`config.mk`:
```
export PLATFORM = sky130hd
export DESIGN_NAME = ptc_cfg_regs_flat
export DESIGN_NICKNAME = d
export VERILOG_FILES = /design/src/sv/ptc_pkg.sv /design/src/sv/ptc_if.sv /design/src/sv/ptc_cfg_regs.sv /design/src/flat_wrapper.sv
export SDC_FILE = /design/constraint.sdc
export NUM_CORES = 1
export LEC_CHECK = 0
export BUFFER_PORTS_ARGS = -buffer_cell sky130_fd_sc_hd__buf_2
export CAP_MARGIN = 15
export CORE_MARGIN = 2
export CORE_UTILIZATION = 34
export DETAILED_ROUTE_END_ITERATION = 12
export PLACE_DENSITY = 0.64
export SLEW_MARGIN = 25
export SYNTH_ARGS = -nofsm -noshare
export SYNTH_HDL_FRONTEND = slang
export SYNTH_SLANG_ARGS = --single-unit
```
`constraint.sdc`:
```
create_clock -name clk_i -period 1 [get_ports clk_i]
set_clock_uncertainty 0.2 [all_clocks]
set_input_delay 0.2 -clock clk_i [delete_from_list [all_inputs] [get_ports clk_i]]
set_output_delay 0.2 -clock clk_i [all_outputs]
set_load 0.1 [all_outputs]
```
`src/sv/ptc_pkg.sv`:
```
// Shared widths, register codes, calibration type and arithmetic constants.
`timescale 1ns / 1ps

package ptc_pkg;

  // Field widths
  localparam int unsigned RawW    = 24;
  localparam int unsigned CalW    = 16;
  localparam int unsigned TempW   = 13;
  localparam int unsigned PresW   = 19;
  localparam int unsigned RegIdxW = 3;

  // Number of register stages in the arithmetic pipeline.
  localparam int unsigned NumStages = 13;

  // Calibration register indexes.
  typedef enum logic [RegIdxW-1:0] {
    REG_SENS_BASE         = 3'd0,
    REG_OFFSET_BASE       = 3'd1,
    REG_SENS_TEMP_SLOPE   = 3'd2,
    REG_OFFSET_TEMP_SLOPE = 3'd3,
    REG_REF_TEMPERATURE   = 3'd4,
    REG_TEMP_SLOPE        = 3'd5
  } ptc_reg_e;

  // The six calibration words.
  typedef struct packed {
    logic [CalW-1:0] sens_base;
    logic [CalW-1:0] offset_base;
    logic [CalW-1:0] sens_temp_slope;
    logic [CalW-1:0] offset_temp_slope;
    logic [CalW-1:0] ref_temperature;
    logic [CalW-1:0] temp_slope;
  } ptc_cal_t;

  // Reference temperature of 20.00 C in hundredths.
  localparam logic signed [18:0] TempRef = 19'sd2000;
  // Very-low threshold (-15.00 C) expressed as a deviation from 20.00 C.
  localparam logic signed [17:0] VeryLowDev = -18'sd3500;

  // Reciprocals for exact truncating division: ceil(2^25/100), ceil(2^31/10).
  localparam logic [18:0] Recip100 = 19'd335545;
  localparam logic [27:0] Recip10  = 28'd214748365;

  // Pressure saturation bounds.
  localparam logic [23:0]        PresMaxMag = 24'd262143;
  localparam logic [23:0]        PresMinMag = 24'd262144;
  localparam logic signed [18:0] PresMax    = 19'sd262143;
  localparam logic signed [18:0] PresMin    = {1'b1, 18'd0};

endpackage

```
`src/sv/ptc_if.sv`:
```


// Calibration register write channel.
interface ptc_cfg_if;
  logic                          valid;
  logic                          ready;
  logic [ptc_pkg::RegIdxW-1:0]   index;
  logic [ptc_pkg::CalW-1:0]      data;

  modport source (output valid, output index, output data, input ready);
  modport sink   (input valid, input index, input data, output ready);
endinterface

```
`src/sv/ptc_cfg_regs.sv`:
```
// Calibration register file written through the configuration channel.
`timescale 1ns / 1ps

module ptc_cfg_regs (
  input  logic              clk_i,
  input  logic              rst_ni,
  ptc_cfg_if.sink           cfg_i,
  output ptc_pkg::ptc_cal_t cal_o
);

  ptc_pkg::ptc_cal_t cal_d, cal_q;

  // Writes are always taken; an index past the last register is dropped.
  assign cfg_i.ready = 1'b1;

  always_comb begin
    cal_d = cal_q;
    if (cfg_i.valid && cfg_i.ready) begin
      case (ptc_pkg::ptc_reg_e'(cfg_i.index))
        ptc_pkg::REG_SENS_BASE:         cal_d.sens_base         = cfg_i.data;
        ptc_pkg::REG_OFFSET_BASE:       cal_d.offset_base       = cfg_i.data;
        ptc_pkg::REG_SENS_TEMP_SLOPE:   cal_d.sens_temp_slope   = cfg_i.data;
        ptc_pkg::REG_OFFSET_TEMP_SLOPE: cal_d.offset_temp_slope = cfg_i.data;
        ptc_pkg::REG_REF_TEMPERATURE:   cal_d.ref_temperature   = cfg_i.data;
        ptc_pkg::REG_TEMP_SLOPE:        cal_d.temp_slope        = cfg_i.data;
        default: ;
      endcase
    end
  end

  always_ff @(posedge clk_i or negedge rst_ni) begin
    if (!rst_ni) begin
      cal_q <= '0;
    end else begin
      cal_q <= cal_d;
    end
  end

  assign cal_o = cal_q;

endmodule

```
`src/flat_wrapper.sv`:
```
// flat-port wrapper written by rule: the top's interface ports become plain ports
module ptc_cfg_regs_flat 
  (clk_i, rst_ni, cal_o, cfg_i_valid, cfg_i_index, cfg_i_data, cfg_i_ready);
  ptc_cfg_if cfg_i_i ();
  input  logic clk_i;
  input  logic rst_ni;
  output ptc_pkg::ptc_cal_t cal_o;
  input wire logic [$bits(cfg_i_i.valid)-1:0] cfg_i_valid;
  input wire logic [$bits(cfg_i_i.index)-1:0] cfg_i_index;
  input wire logic [$bits(cfg_i_i.data)-1:0] cfg_i_data;
  output wire logic [$bits(cfg_i_i.ready)-1:0] cfg_i_ready;
  assign cfg_i_i.valid = cfg_i_valid;
  assign cfg_i_i.index = cfg_i_index;
  assign cfg_i_i.data = cfg_i_data;
  assign cfg_i_ready = cfg_i_i.ready;
  ptc_cfg_regs u_core (.clk_i(clk_i), .rst_ni(rst_ni), .cfg_i(cfg_i_i), .cal_o(cal_o));
endmodule
```
Word level (Yosys, flattened, before mapping)
Index checks and enable logic that the tools add are counted.
{"block": "classes", "n_eq_ne": 5, "n_reduce_logical": 7}
{"operator": "$reduce_and A2 Y1", "count": 6}
{"operator": "$eq A3 B2 Y1 const B", "count": 2}
{"operator": "$eq A3 B3 Y1 const B", "count": 2}
{"operator": "$eq A3 B1 Y1 const B", "count": 1}
{"operator": "$logic_not A3 Y1", "count": 1}
{"block": "totals", "regBits": 96, "in_bits": 22, "out_inout_bits": 97, "wordCells": 18}

Depth between registers and ports, before layout
Gate-level depths: netlist of the first run.
{"block": "logic_depth", "ltp_word": 2, "mapped_depth": 5}

Least setup slack after synthesis of the first run
No wires, ideal clock.
{"block": "synth_path", "kind": "input to register", "from": "input cfg_i_index[0]", "to": "register u_core.cal_q, in the netlist u_core.cal_o[85]", "arrival_ps": 1284, "slack_ps": -610, "path_stages": 4, "n_path_buf": 2, "cell_sequence": "buf_6 nor4b_4 buf_8 mux2_4"}
{"block": "synth_via", "elab_chain_len": 2}
{"item": "start, declared", "line": "flat_wrapper.sv:9", "text": "input wire logic [$bits(cfg_i_i.index)-1:0] cfg_i_index;"}
{"item": "$logic_not A3 Y1", "line": "ptc_cfg_regs.sv:19", "text": "case (ptc_pkg::ptc_reg_e'(cfg_i.index))"}
{"item": "$reduce_and A2 Y1 (no line)"}
{"item": "end signal, assigned", "line": "ptc_cfg_regs.sv:35", "text": "cal_q <= cal_d;"}
{"item": "end, declared", "line": "ptc_cfg_regs.sv:11", "text": "ptc_pkg::ptc_cal_t cal_d, cal_q;"}
No other way between the ends.
A chain may end at the register's enable or synchronous reset.

Final worst setup path of the first run
{"block": "layout_path", "from": "register u_core.cal_q, in the netlist u_core.cal_o[38]", "to": "output cal_o[38] (netlist bit)"}
{"item": "end, declared", "line": "flat_wrapper.sv:7", "text": "output ptc_pkg::ptc_cal_t cal_o;"}
No word-level cell between the ends.

==> out/metrics.yaml, run 1 <==
status:
  outcome: "finished with violations"
  violations: "hold timing, setup timing"
layout:
  fillers: 660
  final_cell_mix: "buf_12 (110), mux2_4 (96), dfrtp_4 (96)"
  design_area_mm2: 0.007575
  layout_commonest_cell: "buf_12"
  area_delta_synth_final_pct: 103.2
  n_antenna_cell: 0
  seqCellArea_mm2: 0.002763
  drive_gt1_frac: 0.9898
  instances_no_fill: 533
  largest_reg_flops: 96
  post-route-util: 0.7049
  num-nets-final: 410
  multi_input_area_mm2: 0.001565
routing:
  drt_iter0_markers: 90
  drc: 0
  drtPass1Iterations: 4
  avgRoutedWirePerCell_um: 21.61
  detail-route-antenna-nets: 0
  vias: 2486
  routed_wl_um: 11520
  vias_per_cell: 4.664
grt:
  first_global_vias: 2700
  overflow: 0
  grt_max_degree: 35
  antenna_found_initial: 0
  grt_pass1_wl_um: 17210
  grtUsageTotal: 0.2020
power:
  vdd_drop_max_mv: 1.627
  p_leak_nw: 3.338
  power.density_mw_per_mm2: 2799
  power_mw: 21.20
place:
  post-place-cells: 473
  postPlaceCellArea_mm2: 0.006651
  port_buffers: 117
  place_ws_ns: -0.5881
  gp_congestion: 0.7385
  dpl.hpwl_um: 7218
setup_path:
  worstPathArrival_ns: 1.06
  crit_type: "reg2out"
  startpoint_type: "flop"
  required_ns: 0.60
  worstPathCellList: "buf_12"
  crit_buf_inv: 1
  cpPeakStageDelay_ns: 0.51
  critPathTopFamily: "flip-flops"
  cp_max_fo: 2
  critPathSlowestCell: "dfrtp_4"
  critPathCaptureType: "output port"
synth:
  ys_ff_latch: 96
  synth_top_cells_by_area: "dfrtp_1 (64%), mux2_2 (26%), mux2_4 (4.0%)"
  synth_area_leader_cell: "dfrtp_1"
  yosys.area_share.simple: 0.02450
  yosys.cell_types.count: 12
  yosys_warnings: 0
  synthXorXnorAreaFrac: 0
  syn-cell-area_mm2: 0.003727
  synth_nets: 232
  ys_seq_area_frac: 0.6445
  synth_top_area_frac: 0.6445
  avgSynthCellArea_um2: 17.75
  syn_inst: 210
  synthMuxAreaShare: 0.3001
  synthAdderAreaFrac: 0
  synth_top_family_by_area: "multiplexers"
  synth_compound_gate_area_share: 0
floorplan:
  rows: 38
  die_w_um: 108.7
  initial_core_util: 0.3469
  die_h_um: 108.7
  die_area_mm2: 0.01182
  io_pins: 119
  core-area_mm2: 0.01075
cts:
  cts_buffer_depth: 2
  cts_root_buffer: "clkbuf_8"
  numCtsBuffers: 9
  cts_hold_buf: 1
  clk_latency_ns: 0.36
  cts_tree: "yes"
  clk_pin_slew_worst_paths_ns: 0.10
  htreeDepth: 3
  clock_sinks: 96
hold_path:
  hp-class: "in2reg"
timing:
  finalSetupViolations: 192
  worst_slack_ns: -0.4582
  finalHoldViolations: 93
  setup_tns_ns: -58.87
  fin_crit_ns: 1.458
  drv_slew: 0
  timing.fmax_mhz: 685.8
  rsz0062_at_grt: "yes"
  hold-worst-slack_ns: -0.05120
  period_share: 1.458
flow_run:
  cap_violations: 0
-- cell type report --
class / instances / area share
tap: 140 / 0.02313
clock buffer: 11 / 0.01734
clock inverter: 5 / 0.004460
timing repair buffer: 178 / 0.3837
sequential: 96 / 0.3647
multi-input combinational: 103 / 0.2066
-- power by group --
part	total, mW	internal (mW)	switching (mW)
clock network	2.23	0.902	1.32
logic	12.6	5.05	7.56
registers	6.36	5.31	1.05
-- layer usage --
metal | track usage | wire length, um | vias to the layer above
li1 | - | - | 1094
met1 | 0.2710 | 5056 | 1306
met3 | 0.04543 | 481 | 12
met4 | 0.06685 | 193 | 0
met5 | 0 | 0 | -
met2 | 0.3254 | 5787 | 74
-- Yosys cell counts --
| cell | instances |
|---|---|
| and4bb_2 | 3 |
| buf_6 | 7 |
| conb_1 | 1 |
| mux2_4 | 10 |
| dfrtp_1 | 96 |
| buf_4 | 1 |
| mux2_1 | 1 |
| buf_8 | 1 |
| mux2_2 | 85 |
| nand4b_2 | 2 |
| nor4b_4 | 1 |
| buf_2 | 2 |
-- cell families after synthesis --
kind of cell,count (synthesis)
buffers and inverters,11
flip-flops,96
multiplexers,96
other,1
AND/OR/NAND/NOR,6
-- path summary, 6_finish.rpt --
path / startpoint / endpoint / slack [ns] / cells past startpoint
worst max register to register: u_core.cal_o[26]$_DFFE_PN0P_ / u_core.cal_o[26]$_DFFE_PN0P_ / -0.32 / 3
min in group asynchronous: rst_ni / u_core.cal_o[44]$_DFFE_PN0P_ / 0.01 / 2
worst min-delay path: cfg_i_data[6] / u_core.cal_o[6]$_DFFE_PN0P_ / -0.05 / 2
max in group asynchronous: rst_ni / u_core.cal_o[64]$_DFFE_PN0P_ / 0.08 / 3
worst max-delay path: u_core.cal_o[38]$_DFFE_PN0P_ / cal_o[38] / -0.46 / 1
worst min register to register: u_core.cal_o[85]$_DFFE_PN0P_ / u_core.cal_o[85]$_DFFE_PN0P_ / 0.40 / 1
-- timing repair --
item	4_1_cts	5_1_grt
gates cloned	6	0
buffers inserted	25	24
resized for setup	74	25
pin swaps	6	3
endpoints found under the hold margin	192	94
setup endpoints to repair	192	192
Note: power is estimated with default switching activity, not from simulation.
==> inputs of run 2 (changes only) <==
--- a/config.mk
+++ b/config.mk
@@ -10,7 +10,7 @@
 export CORE_MARGIN = 2
 export CORE_UTILIZATION = 34
 export DETAILED_ROUTE_END_ITERATION = 12
-export PLACE_DENSITY = 0.64
+export PLACE_DENSITY = 0.55
 export SLEW_MARGIN = 25
 export SYNTH_ARGS = -nofsm -noshare
 export SYNTH_HDL_FRONTEND = slang
==> run 2 against run 1 <==
Against the previous run:
- final cell count fell by 1.9%
- design area fell by 1.2%
- critical path type unchanged
- highest routed layer unchanged
- the flow still finishes with violations (hold timing, setup timing)
- clock power rose by 28%
==> out/metrics.yaml, run 2 (synthesized netlist as in run 1, its figures left out) <==
setup_path:
  critPathCaptureType: "output port"  # unchanged
  crit_type: "reg2out"  # unchanged
  worstPathCellList: "buf_12"  # unchanged
  worstPathArrival_ns: 1.04  # was 1.06 ns
  critPathTopFamily: "flip-flops"  # unchanged
  cpPeakStageDelay_ns: 0.51  # about the same
  startpoint_type: "flop"  # unchanged
  cp_max_fo: 2  # unchanged
  critPathSlowestCell: "dfrtp_4"  # unchanged
  required_ns: 0.60  # about the same
  crit_buf_inv: 1  # unchanged
timing:
  finalSetupViolations: 192  # unchanged
  worst_slack_ns: -0.4443  # was -0.4582 ns
  drv_slew: 0  # unchanged
  hold-worst-slack_ns: -0.04575  # was -0.05120 ns
  fin_crit_ns: 1.444  # was 1.458 ns
  timing.fmax_mhz: 692.4  # was 685.8 MHz
  rsz0062_at_grt: "yes"  # unchanged
  period_share: 1.444  # was 1.458
  finalHoldViolations: 89  # was 93
floorplan:
  core-area_mm2: 0.01075  # unchanged
  die_w_um: 108.7  # unchanged
  initial_core_util: 0.3469  # unchanged
  die_area_mm2: 0.01182  # unchanged
  rows: 38  # unchanged
  io_pins: 119  # unchanged
  die_h_um: 108.7  # unchanged
power:
  switching_share: 0.4533  # was 0.4689
  power.share.clock: 0.132  # was 0.105
  power_mw: 21.64  # was 21.20 mW
  power.density_mw_per_mm2: 2893  # was 2799 mW/mm^2
  p_leak_nw: 3.294  # was 3.338 nW
  p_comb_frac: 0.576  # was 0.595
  internal_power_mw: 11.83  # was 11.26 mW
  vdd_drop_max_mv: 1.522  # was 1.627 mV
  power.share.sequential: 0.293  # was 0.300
  p_switching_mw: 9.810  # was 9.942 mW
routing:
  drt_iter0_markers: 60  # was 90
  drc: 0  # unchanged
  avgRoutedWirePerCell_um: 19.49  # was 21.61 um
  routed_wl_um: 10190  # was 11520 um
  detail-route-antenna-nets: 0  # unchanged
  vias_per_cell: 4.675  # was 4.664
  vias: 2445  # was 2486
  drtPass1Iterations: 3  # was 4
grt:
  first_global_vias: 2661  # was 2700
  antenna_found_initial: 0  # unchanged
  grtUsageTotal: 0.1864  # was 0.2020
  grt_max_degree: 28  # was 35
  overflow: 0  # unchanged
  grt_pass1_wl_um: 16060  # was 17210 um
cts:
  cts_buffer_depth: 2  # unchanged
  numCtsBuffers: 9  # unchanged
  cts_hold_buf: 1  # unchanged
  clk_pin_slew_worst_paths_ns: 0.09  # was 0.10 ns
  cts_tree: "yes"  # unchanged
  clk_latency_ns: 0.35  # was 0.36 ns
  cts_root_buffer: "clkbuf_8"  # unchanged
  htreeDepth: 3  # unchanged
  clock_sinks: 96  # unchanged
place:
  port_buffers: 117  # unchanged
  postPlaceCellArea_mm2: 0.006659  # was 0.006651 mm^2
  gp_congestion: 0.7281  # was 0.7385
  post-place-cells: 474  # was 473
  dpl.hpwl_um: 6814  # was 7218 um
layout:
  area_delta_synth_final_pct: 100.7  # was 103.2%
  num-nets-final: 401  # was 410
  fillers: 698  # was 660
  design_area_mm2: 0.007481  # was 0.007575 mm^2
  instances_no_fill: 523  # was 533
  final_cell_mix: "buf_12 (108), mux2_4 (96), dfrtp_4 (96)"  # was buf_12 (110), mux2_4 (96), dfrtp_4 (96)
  layout_commonest_cell: "buf_12"  # unchanged
  n_antenna_cell: 0  # unchanged
  largest_reg_flops: 96  # unchanged
  drive_gt1_frac: 0.9948  # was 0.9898
status:
  violations: "hold timing, setup timing"  # unchanged
  outcome: "finished with violations"  # unchanged
flow_run:
  cap_violations: 0  # unchanged
hold_path:
  hp-class: "in2reg"  # unchanged
## run 2: cell count changes in the layout (fill, tap and decap cells not counted), moves of 2 or more
cell       delta
buf_12        -2
buf_6         -5
clkinv_2      -2
clkbuf_8      +2
clkbuf_1      -2
bufinv_16     +2
## run 2: repair_timing
action	in CTS	in global routing
endpoints found under the hold margin	192	79
endpoints found under the setup margin	192	192
resized for setup	65	25
buffers inserted	18	23
cloned	4	0
pin swaps	3	3
## run 2: final timing paths
check | from | endpoint | slack (ns) | cells past startpoint
setup / recovery | u_core.cal_o[44]$_DFFE_PN0P_ | cal_o[44] | -0.44 | 1
hold reg to reg | u_core.cal_o[47]$_DFFE_PN0P_ | u_core.cal_o[47]$_DFFE_PN0P_ | 0.40 | 1
setup reg to reg | u_core.cal_o[1]$_DFFE_PN0P_ | u_core.cal_o[1]$_DFFE_PN0P_ | -0.30 | 3
max in group asynchronous | rst_ni | u_core.cal_o[95]$_DFFE_PN0P_ | 0.10 | 3
min in group asynchronous | rst_ni | u_core.cal_o[93]$_DFFE_PN0P_ | 0.03 | 2
hold / removal | cfg_i_data[7] | u_core.cal_o[87]$_DFFE_PN0P_ | -0.05 | 2
## run 2: through the flow
| stage | setup TNS, ns | utilization | worst slack [ns] |
|---|---|---|---|
| 6_report | -53.41 | 0.6962 | -0.4443 |
| 4_1_cts | -54.64 | 0.6864 | -0.4643 |
| 3_5_place_dp | -53.75 | 0.6197 | -0.5918 |
| 5_1_grt | -57.10 | 0.6962 | -0.4724 |
| 3_3_place_gp | -50.99 | 0.6197 | -0.5386 |
| 2_1_floorplan | -38.09 | - | -0.5509 |
## run 2: power by group through the flow
stage | Combinational (mW) | Sequential (mW) | Clock, mW
finish | 12.5 | 6.33 | 2.85
global route | 12.8 | 6.45 | 3.09
floorplan | 1.20 | 12.3 | 0
CTS | 12.3 | 6.33 | 2.96
detailed placement | 11.8 | 6.39 | 0
global placement | 11.7 | 6.36 | 0
## run 2: per-layer routing
layer  share of wire  global-route usage  up-vias
met2            0.47              0.2813       73
met5               0                   0        -
met4           0.015             0.06593        0
li1                -                   -     1071
met3           0.061             0.04662       10
met1            0.45              0.2615     1291
## run 2: final cells by class
class                           instances  area [um^2]  area share
Clock buffer                           11        151.4     0.02024
Clock inverter                          4        76.32     0.01020
Multi-Input combinational cell        103         1565      0.2092
Sequential cell                        96         2763      0.3693
Tap cell                              140        175.2     0.02342
Timing Repair Buffer                  169         2750      0.3676
